### src/rtl/core/rgbhsv_pkg.sv
// Shared constants and types for the RGB to HSV converter.
package rgbhsv_pkg;

   localparam int COLOR_BITS_DEF    = 8;
   localparam int FRACTION_BITS_DEF = 16;

   // Hexcone sector, picked by which component is largest with fixed tie-breaking.
   typedef enum logic [1:0] {
      SECTOR_RED_GB   = 2'd0,
      SECTOR_GREEN    = 2'd1,
      SECTOR_RED_BG   = 2'd2,
      SECTOR_BLUE     = 2'd3
   } sector_type;

   // Pipeline depth from item accept to result strobe.
   function automatic int latency(input int fraction_bits);
      return fraction_bits + 3;
   endfunction

endpackage

### src/rtl/core/rgbhsv_front.sv
// Front stage: max, min, chroma, hexcone sector, hue numerator and denominator, registered.
module rgbhsv_front #(
   parameter int COLOR_BITS = rgbhsv_pkg::COLOR_BITS_DEF
) (
   input  logic                    clock,
   input  logic                    reset,
   input  logic                    valid_in,
   input  logic [COLOR_BITS-1:0]   red,
   input  logic [COLOR_BITS-1:0]   green,
   input  logic [COLOR_BITS-1:0]   blue,
   output logic                    valid_out,
   output logic [COLOR_BITS+2:0]   hue_num,
   output logic [COLOR_BITS+2:0]   hue_den,
   output logic [COLOR_BITS-1:0]   chroma,
   output logic [COLOR_BITS-1:0]   value
);

   localparam int HD = COLOR_BITS + 3;

   rgbhsv_pkg::sector_type sector;
   logic [COLOR_BITS-1:0]  vmax;
   logic [COLOR_BITS-1:0]  vmin;
   logic [COLOR_BITS-1:0]  diff;
   logic [HD-1:0]          d_ext;
   logic [HD-1:0]          r_ext;
   logic [HD-1:0]          g_ext;
   logic [HD-1:0]          b_ext;

   logic                   valid_ff;
   logic [HD-1:0]          num_ff, num_in;
   logic [HD-1:0]          den_ff, den_in;
   logic [COLOR_BITS-1:0]  chroma_ff;
   logic [COLOR_BITS-1:0]  value_ff;

   always_comb begin
      if (green >= blue) begin
         sector = (red >= green) ? rgbhsv_pkg::SECTOR_RED_GB : rgbhsv_pkg::SECTOR_GREEN;
      end else begin
         sector = (red >= blue) ? rgbhsv_pkg::SECTOR_RED_BG : rgbhsv_pkg::SECTOR_BLUE;
      end

      vmax = red;
      if (green > vmax) vmax = green;
      if (blue > vmax) vmax = blue;
      vmin = red;
      if (green < vmin) vmin = green;
      if (blue < vmin) vmin = blue;
      diff = vmax - vmin;

      d_ext = HD'(diff);
      r_ext = HD'(red);
      g_ext = HD'(green);
      b_ext = HD'(blue);
      den_in = (d_ext << 2) + (d_ext << 1);

      // Every term stays non-negative and below six times chroma.
      unique case (sector)
         rgbhsv_pkg::SECTOR_RED_GB: num_in = g_ext - b_ext;
         rgbhsv_pkg::SECTOR_GREEN:  num_in = (d_ext << 1) + b_ext - r_ext;
         rgbhsv_pkg::SECTOR_RED_BG: num_in = den_in - (b_ext - g_ext);
         rgbhsv_pkg::SECTOR_BLUE:   num_in = (d_ext << 2) + r_ext - g_ext;
         default:                   num_in = '0;
      endcase
   end

   always_ff @(posedge clock) begin
      if (reset) begin
         valid_ff <= 1'b0;
      end else begin
         valid_ff <= valid_in;
      end
      num_ff    <= num_in;
      den_ff    <= den_in;
      chroma_ff <= diff;
      value_ff  <= vmax;
   end

   assign valid_out = valid_ff;
   assign hue_num   = num_ff;
   assign hue_den   = den_ff;
   assign chroma    = chroma_ff;
   assign value     = value_ff;

endmodule

### src/rtl/core/rgbhsv_div_cell.sv
// One divider cell: produces one quotient bit of the hue and saturation divisions.
module rgbhsv_div_cell #(
   parameter int COLOR_BITS    = rgbhsv_pkg::COLOR_BITS_DEF,
   parameter int FRACTION_BITS = rgbhsv_pkg::FRACTION_BITS_DEF
) (
   input  logic                    clock,
   input  logic                    reset,
   input  logic                    valid_in,
   input  logic [COLOR_BITS+3:0]   hue_p_in,
   input  logic [COLOR_BITS+2:0]   hue_den_in,
   input  logic [FRACTION_BITS:0]  hue_q_in,
   input  logic [COLOR_BITS:0]     sat_p_in,
   input  logic [COLOR_BITS-1:0]   sat_den_in,
   input  logic [FRACTION_BITS:0]  sat_q_in,
   input  logic [COLOR_BITS-1:0]   chroma_in,
   output logic                    valid_out,
   output logic [COLOR_BITS+2:0]   hue_rem_out,
   output logic [COLOR_BITS+2:0]   hue_den_out,
   output logic [FRACTION_BITS:0]  hue_q_out,
   output logic [COLOR_BITS-1:0]   sat_rem_out,
   output logic [COLOR_BITS-1:0]   sat_den_out,
   output logic [FRACTION_BITS:0]  sat_q_out,
   output logic [COLOR_BITS-1:0]   chroma_out
);

   localparam int HD = COLOR_BITS + 3;
   localparam int QB = FRACTION_BITS + 1;

   logic                   hue_ge;
   logic                   sat_ge;
   logic [HD:0]            hue_diff;
   logic [COLOR_BITS:0]    sat_diff;

   logic                   valid_ff;
   logic [HD-1:0]          hue_rem_ff, hue_rem_in;
   logic [HD-1:0]          hue_den_ff;
   logic [QB-1:0]          hue_q_ff;
   logic [COLOR_BITS-1:0]  sat_rem_ff, sat_rem_in;
   logic [COLOR_BITS-1:0]  sat_den_ff;
   logic [QB-1:0]          sat_q_ff;
   logic [COLOR_BITS-1:0]  chroma_ff;

   // The partial remainder is below twice the divisor, so one subtract step suffices.
   always_comb begin
      hue_ge     = hue_p_in >= {1'b0, hue_den_in};
      hue_diff   = hue_ge ? (hue_p_in - {1'b0, hue_den_in}) : hue_p_in;
      hue_rem_in = hue_diff[HD-1:0];
      sat_ge     = sat_p_in >= {1'b0, sat_den_in};
      sat_diff   = sat_ge ? (sat_p_in - {1'b0, sat_den_in}) : sat_p_in;
      sat_rem_in = sat_diff[COLOR_BITS-1:0];
   end

   always_ff @(posedge clock) begin
      if (reset) begin
         valid_ff <= 1'b0;
      end else begin
         valid_ff <= valid_in;
      end
      hue_rem_ff <= hue_rem_in;
      hue_den_ff <= hue_den_in;
      hue_q_ff   <= {hue_q_in[QB-2:0], hue_ge};
      sat_rem_ff <= sat_rem_in;
      sat_den_ff <= sat_den_in;
      sat_q_ff   <= {sat_q_in[QB-2:0], sat_ge};
      chroma_ff  <= chroma_in;
   end

   assign valid_out   = valid_ff;
   assign hue_rem_out = hue_rem_ff;
   assign hue_den_out = hue_den_ff;
   assign hue_q_out   = hue_q_ff;
   assign sat_rem_out = sat_rem_ff;
   assign sat_den_out = sat_den_ff;
   assign sat_q_out   = sat_q_ff;
   assign chroma_out  = chroma_ff;

endmodule

### src/rtl/core/rgb_to_hsv_convert.sv
// Top level of the RGB to HSV converter: front stage, divider cell chain, output stage.
//
//   Port group   Direction   Handshake          Payload
//   req_         in          start, busy        req_red, req_green, req_blue
//   rsp_         out         rsp_valid strobe   rsp_hue, rsp_saturation, rsp_value
//
// One item is accepted every cycle while busy is low; busy is high during reset
// and in the first cycle after it. Each result passes through the registered front
// stage, each of the FRACTION_BITS + 1 divider cells (one quotient bit apiece) and the
// output register before its rsp_valid strobe.
// Reset is synchronous and clears all valid flags, dropping items in flight.
// The rsp_valid strobe lasts one cycle and the receiver cannot stall it.
module rgb_to_hsv_convert #(
   parameter int COLOR_BITS    = rgbhsv_pkg::COLOR_BITS_DEF,
   parameter int FRACTION_BITS = rgbhsv_pkg::FRACTION_BITS_DEF
) (
   input  logic                      clock,
   input  logic                      reset,
   input  logic                      start,
   output logic                      busy,
   input  logic [COLOR_BITS-1:0]     req_red,
   input  logic [COLOR_BITS-1:0]     req_green,
   input  logic [COLOR_BITS-1:0]     req_blue,
   output logic                      rsp_valid,
   output logic [FRACTION_BITS-1:0]  rsp_hue,
   output logic [FRACTION_BITS-1:0]  rsp_saturation,
   output logic [COLOR_BITS-1:0]     rsp_value
);

   localparam int HD    = COLOR_BITS + 3;
   localparam int QB    = FRACTION_BITS + 1;
   localparam int CELLS = FRACTION_BITS + 1;

   logic                   busy_ff;
   logic                   accept;

   logic                   f_valid;
   logic [HD-1:0]          f_num;
   logic [HD-1:0]          f_den;
   logic [COLOR_BITS-1:0]  f_chroma;
   logic [COLOR_BITS-1:0]  f_value;

   logic                   c_valid   [0:CELLS-1];
   logic [HD-1:0]          c_hue_rem [0:CELLS-1];
   logic [HD-1:0]          c_hue_den [0:CELLS-1];
   logic [QB-1:0]          c_hue_q   [0:CELLS-1];
   logic [COLOR_BITS-1:0]  c_sat_rem [0:CELLS-1];
   logic [COLOR_BITS-1:0]  c_sat_den [0:CELLS-1];
   logic [QB-1:0]          c_sat_q   [0:CELLS-1];
   logic [COLOR_BITS-1:0]  c_chroma  [0:CELLS-1];

   logic                      rsp_valid_ff;
   logic [FRACTION_BITS-1:0]  rsp_hue_ff, rsp_hue_in;
   logic [FRACTION_BITS-1:0]  rsp_sat_ff, rsp_sat_in;
   logic [COLOR_BITS-1:0]     rsp_value_ff;
   logic [QB-1:0]             sat_fixed;

   assign accept = start && !busy_ff;

   rgbhsv_front #(
      .COLOR_BITS(COLOR_BITS)
   ) u_front (
      .clock    (clock),
      .reset    (reset),
      .valid_in (accept),
      .red      (req_red),
      .green    (req_green),
      .blue     (req_blue),
      .valid_out(f_valid),
      .hue_num  (f_num),
      .hue_den  (f_den),
      .chroma   (f_chroma),
      .value    (f_value)
   );

   for (genvar i = 0; i < CELLS; i++) begin : g_cell
      logic                   valid_i;
      logic [HD:0]            hue_p_i;
      logic [HD-1:0]          hue_den_i;
      logic [QB-1:0]          hue_q_i;
      logic [COLOR_BITS:0]    sat_p_i;
      logic [COLOR_BITS-1:0]  sat_den_i;
      logic [QB-1:0]          sat_q_i;
      logic [COLOR_BITS-1:0]  chroma_i;

      if (i == 0) begin : g_head
         // Saturation numerator is chroma, never above value, so the first bit is the integer bit.
         assign valid_i   = f_valid;
         assign hue_p_i   = {1'b0, f_num};
         assign hue_den_i = f_den;
         assign hue_q_i   = '0;
         assign sat_p_i   = {1'b0, f_chroma};
         assign sat_den_i = f_value;
         assign sat_q_i   = '0;
         assign chroma_i  = f_chroma;
      end else begin : g_link
         assign valid_i   = c_valid[i-1];
         assign hue_p_i   = {c_hue_rem[i-1], 1'b0};
         assign hue_den_i = c_hue_den[i-1];
         assign hue_q_i   = c_hue_q[i-1];
         assign sat_p_i   = {c_sat_rem[i-1], 1'b0};
         assign sat_den_i = c_sat_den[i-1];
         assign sat_q_i   = c_sat_q[i-1];
         assign chroma_i  = c_chroma[i-1];
      end

      rgbhsv_div_cell #(
         .COLOR_BITS   (COLOR_BITS),
         .FRACTION_BITS(FRACTION_BITS)
      ) u_cell (
         .clock      (clock),
         .reset      (reset),
         .valid_in   (valid_i),
         .hue_p_in   (hue_p_i),
         .hue_den_in (hue_den_i),
         .hue_q_in   (hue_q_i),
         .sat_p_in   (sat_p_i),
         .sat_den_in (sat_den_i),
         .sat_q_in   (sat_q_i),
         .chroma_in  (chroma_i),
         .valid_out  (c_valid[i]),
         .hue_rem_out(c_hue_rem[i]),
         .hue_den_out(c_hue_den[i]),
         .hue_q_out  (c_hue_q[i]),
         .sat_rem_out(c_sat_rem[i]),
         .sat_den_out(c_sat_den[i]),
         .sat_q_out  (c_sat_q[i]),
         .chroma_out (c_chroma[i])
      );
   end

   // The chain divides chroma * 2^F by value; subtracting chroma from the
   // dividend lowers the quotient by one exactly when the remainder is below chroma.
   always_comb begin
      sat_fixed = c_sat_q[CELLS-1] - QB'(c_sat_rem[CELLS-1] < c_chroma[CELLS-1]);
      if (c_sat_den[CELLS-1] == '0) begin
         rsp_sat_in = '0;
      end else begin
         rsp_sat_in = sat_fixed[FRACTION_BITS-1:0];
      end
      if (c_hue_den[CELLS-1] == '0) begin
         rsp_hue_in = '0;
      end else begin
         rsp_hue_in = c_hue_q[CELLS-1][FRACTION_BITS-1:0];
      end
   end

   always_ff @(posedge clock) begin
      if (reset) begin
         busy_ff      <= 1'b1;
         rsp_valid_ff <= 1'b0;
      end else begin
         busy_ff      <= 1'b0;
         rsp_valid_ff <= c_valid[CELLS-1];
      end
      rsp_hue_ff   <= rsp_hue_in;
      rsp_sat_ff   <= rsp_sat_in;
      rsp_value_ff <= c_sat_den[CELLS-1];
   end

   assign busy           = busy_ff;
   assign rsp_valid      = rsp_valid_ff;
   assign rsp_hue        = rsp_hue_ff;
   assign rsp_saturation = rsp_sat_ff;
   assign rsp_value      = rsp_value_ff;

endmodule

### config.mk
export PLATFORM = sky130hd
export DESIGN_NAME = rgb_to_hsv_convert
export DESIGN_NICKNAME = d
export VERILOG_FILES = /design/src/rtl/core/rgbhsv_pkg.sv /design/src/rtl/core/rgbhsv_front.sv /design/src/rtl/core/rgbhsv_div_cell.sv /design/src/rtl/core/rgb_to_hsv_convert.sv
export SDC_FILE = /design/constraint.sdc
export NUM_CORES = 2
export LEC_CHECK = 0
export BUFFER_PORTS_ARGS = -buffer_cell sky130_fd_sc_hd__buf_2
export CAP_MARGIN = 20
export CORE_AREA = 5 5 295 297
export CTS_CLUSTER_DIAMETER = 200
export DETAILED_ROUTE_END_ITERATION = 6
export DIE_AREA = 0 0 300 302
export PLACE_DENSITY = 0.66
export SETUP_SLACK_MARGIN = 0.3
export SYNTH_ARGS = -nofsm -noshare
export SYNTH_HDL_FRONTEND = slang
export SYNTH_SLANG_ARGS = --single-unit
export TNS_END_PERCENT = 20
### constraint.sdc
create_clock -name clock -period 14.95 [get_ports clock]
set_input_delay 2.2425 -clock clock [delete_from_list [all_inputs] [get_ports clock]]
set_output_delay 2.2425 -clock clock [all_outputs]
set_load 0.02 [all_outputs]
==> metrics.cfg <==
[yosys]
synth_xor_area_frac=0.04166
synth_simple_gate_area_frac=0.08907
synth_compound_area_frac=0.09926
syn-mean-instance-area_um2=10.68
synthCells=3968
synthAdderAreaFrac=0.1433
ys_seq_area_frac=0.5149
synth_top_family_by_area=adder cells
yosys_warnings=0
synth-async-reset-ratio=0
synth.area.mux_share=0.06274
synth_edf_count=0
syn-num-nets=4450
synth_ff_type=dfxtp_1
synth.distinct_cells=78
ys_ff_latch=1090
syn_area_mm2=0.04238

[global_routing]
grt_max_degree=21
grt_pass1_vias=25720
use_met3=0.02462
grt_pass1_wl_um=123600
grt_overflow=0
met2_usage=0.2751
antenna_found_initial=0
top_usage_layer=met2
grt_use_met1=0.2117
grtUsageTotal=0.1624

[job]
max_cap_violations=0

[sta]
max_slew.worst_pin.slew_ns=0.8284
hold_ws_ns=0.3191
fin_crit_sh=0.6115
finClkSkew_ns=0.02087
finalSetupViolCount=0
rsz0062_at_grt=false
maxSlewHeadroom=0.4457
finalHoldViolations=0
fin_tns_setup_ns=0
maxSlewViolCount=0
fin_crit_ns=9.142
fmax_mhz=109.4

[hold_path]
worstHoldPathCells=0
hp-start=g_cell[6].u_cell.sat_q_out[3]$_DFF_P_
min_path_type=flop to flop
worstHoldEndpoint=g_cell[7].u_cell.sat_q_out[4]$_DFF_P_

[finish]
layout_common_cells=dfxtp_1 (1,090), inv_1 (536), ha_1 (407)
finalNetCount=4613
post-route-util=0.5681
drive_gt1_frac=0.1158
mostFrequentLayoutCell=dfxtp_1
area_delta_synth_final_pct=13.06

[cts]
cts_buffer_depth=3
numCtsBuffers=105
clockRootBuffer=clkbuf_16
cts_resized=0
post-cts-setup-buffers=0
clkLatencyLatePin_ns=0.65
htreeDepth=3
clock_sinks=1090
ctsHoldBuffers=0
clk_pin_slew_ns=0.06
cts_tree=built

[placement]
gp_congestion=0.8947
place.port_buffers=68
dp_hpwl_um=55150

[route]
drtAntennaViolNets=0
wl_per_cell_um=13.69
drc=0
vias=25760
wirelength_um=72760
firstDrtPassIters=5
via_per_inst=4.847
drt-initial-drc-count=1058

[worst_setup_path]
cp_top_family=compound AO/OA/AOI/OAI gates
cp_data_required_time_ns=15.45
r2r_cells=18
r2r_start=g_cell[16].u_cell.chroma_out[1]$_DFF_P_
rr_endpoint=rsp_saturation[14]$_SDFF_PN0_
crit_buf_inv=3
slowest_stage=o21ai_0
critPathCaptureType=flop
critical_path_class=input port to flop
crit_top_cell=ha_1
critPathMaxFanout=14
slowest_delay_ns=0.51
start_kind=input port
reg2reg_slack_ns=11.24
arrival_ns=9.65

[floorplanning]
io_pins=69
die_x_um=300
rows=107
start_util=0.5025
fp.dieH_um=302
core_area_mm2=0.08434
dieArea_mm2=0.09060

[run_status]
outcome=completed

==> cells by family after synthesis <==
| logic type | after synthesis |
|---|---|
| flip-flops | 1090 |
| AND/OR/NAND/NOR | 787 |
| AO/OA/AOI/OAI | 645 |
| buffers and inverters | 553 |
| adder cells (fa/ha/maj) | 457 |
| multiplexers | 239 |
| XOR/XNOR | 197 |
==> layout make-up <==
| class | count | area [µm²] |
|---|---|---|
| antenna | 1 | 2.502 |
| clock buffer | 134 | 2959 |
| clock inverter | 65 | 900.9 |
| fill | 7255 | 36430 |
| inverter | 537 | 2016 |
| multi-input combinational | 2325 | 18480 |
| sequential | 1090 | 21820 |
| tap | 1090 | 1364 |
| timing repair buffer | 72 | 370.4 |
==> sequential cells by signal, summed over array words and instances (netlist names) <==
| signal | count |
|---|---|
| rsp_value | 8 |
| u_front.value | 8 |
| g_cell.u_cell.hue_q_out | 136 |
| g_cell.u_cell.hue_rem_out | 161 |
| g_cell.u_cell.valid_out | 17 |
| g_cell.u_cell.sat_den_out | 136 |
| g_cell.u_cell.hue_den_out | 153 |
| u_front.valid_out | 1 |
| rsp_hue | 16 |
| rsp_valid | 1 |
| rsp_saturation | 16 |
| g_cell.u_cell.sat_rem_out | 136 |
| busy | 1 |
| u_front.hue_num | 11 |
| g_cell.u_cell.chroma_out | 136 |
| g_cell.u_cell.sat_q_out | 136 |
| u_front.hue_den | 9 |
| u_front.chroma | 8 |
==> layer usage <==
| layer | routed length, µm | part of all wire | vias to the layer above |
|---|---|---|---|
| li1 | - | - | 13570 |
| met1 | 34380 | 0.47 | 11670 |
| met2 | 33370 | 0.46 | 367 |
| met3 | 2621 | 0.036 | 159 |
| met4 | 2387 | 0.033 | 0 |
| met5 | 0 | 0 | - |
==> worst max-delay path by stage <==
stage | startpoint | end | slack [ns] | depth (start not counted)
detailed placement | req_green[6] | u_front.hue_num[9]$_DFF_P_ | 5.20 | 34
finish | req_red[0] | u_front.hue_num[10]$_DFF_P_ | 5.81 | 33
CTS | req_red[0] | u_front.hue_num[9]$_DFF_P_ | 5.91 | 32
global route | req_green[6] | u_front.hue_num[9]$_DFF_P_ | 5.35 | 32
global placement | req_red[0] | u_front.hue_num[9]$_DFF_P_ | 5.31 | 32
floorplan | req_red[0] | u_front.hue_num[10]$_DFF_P_ | 6.22 | 33
==> Yosys cell counts (all sizes together), types with 43 or more instances <==
master	n	area (µm²)
a21boi	62	465.5
a21o	90	675.7
a21oi	129	660.6
dfxtp	1090	21820
fa	48	960.9
ha	407	5092
inv	536	2012
mux2	190	2140
mux2i	49	519.2
nand2	134	503.0
nand2b	51	319.1
nand3	43	215.2
nand4	51	325.3
nor2	318	1230
nor2b	92	575.6
o21ai	202	1026
xnor2	123	1104
xor2	73	639.4
==> through the flow <==
stage                     cells  setup slack [ns]  area [µm²]
after CTS                  5312             5.914       47910
final                      5314             5.808       47920
after floorplan            3968             6.216       42380
after global routing       5313             5.348       47910
after global placement     5113             5.310       44050
after detailed placement   5113             5.204       44050
Power is left out: the tool's default activity adds up to more than one toggle a clock period on the data nets, which glitch-free logic cannot reach.
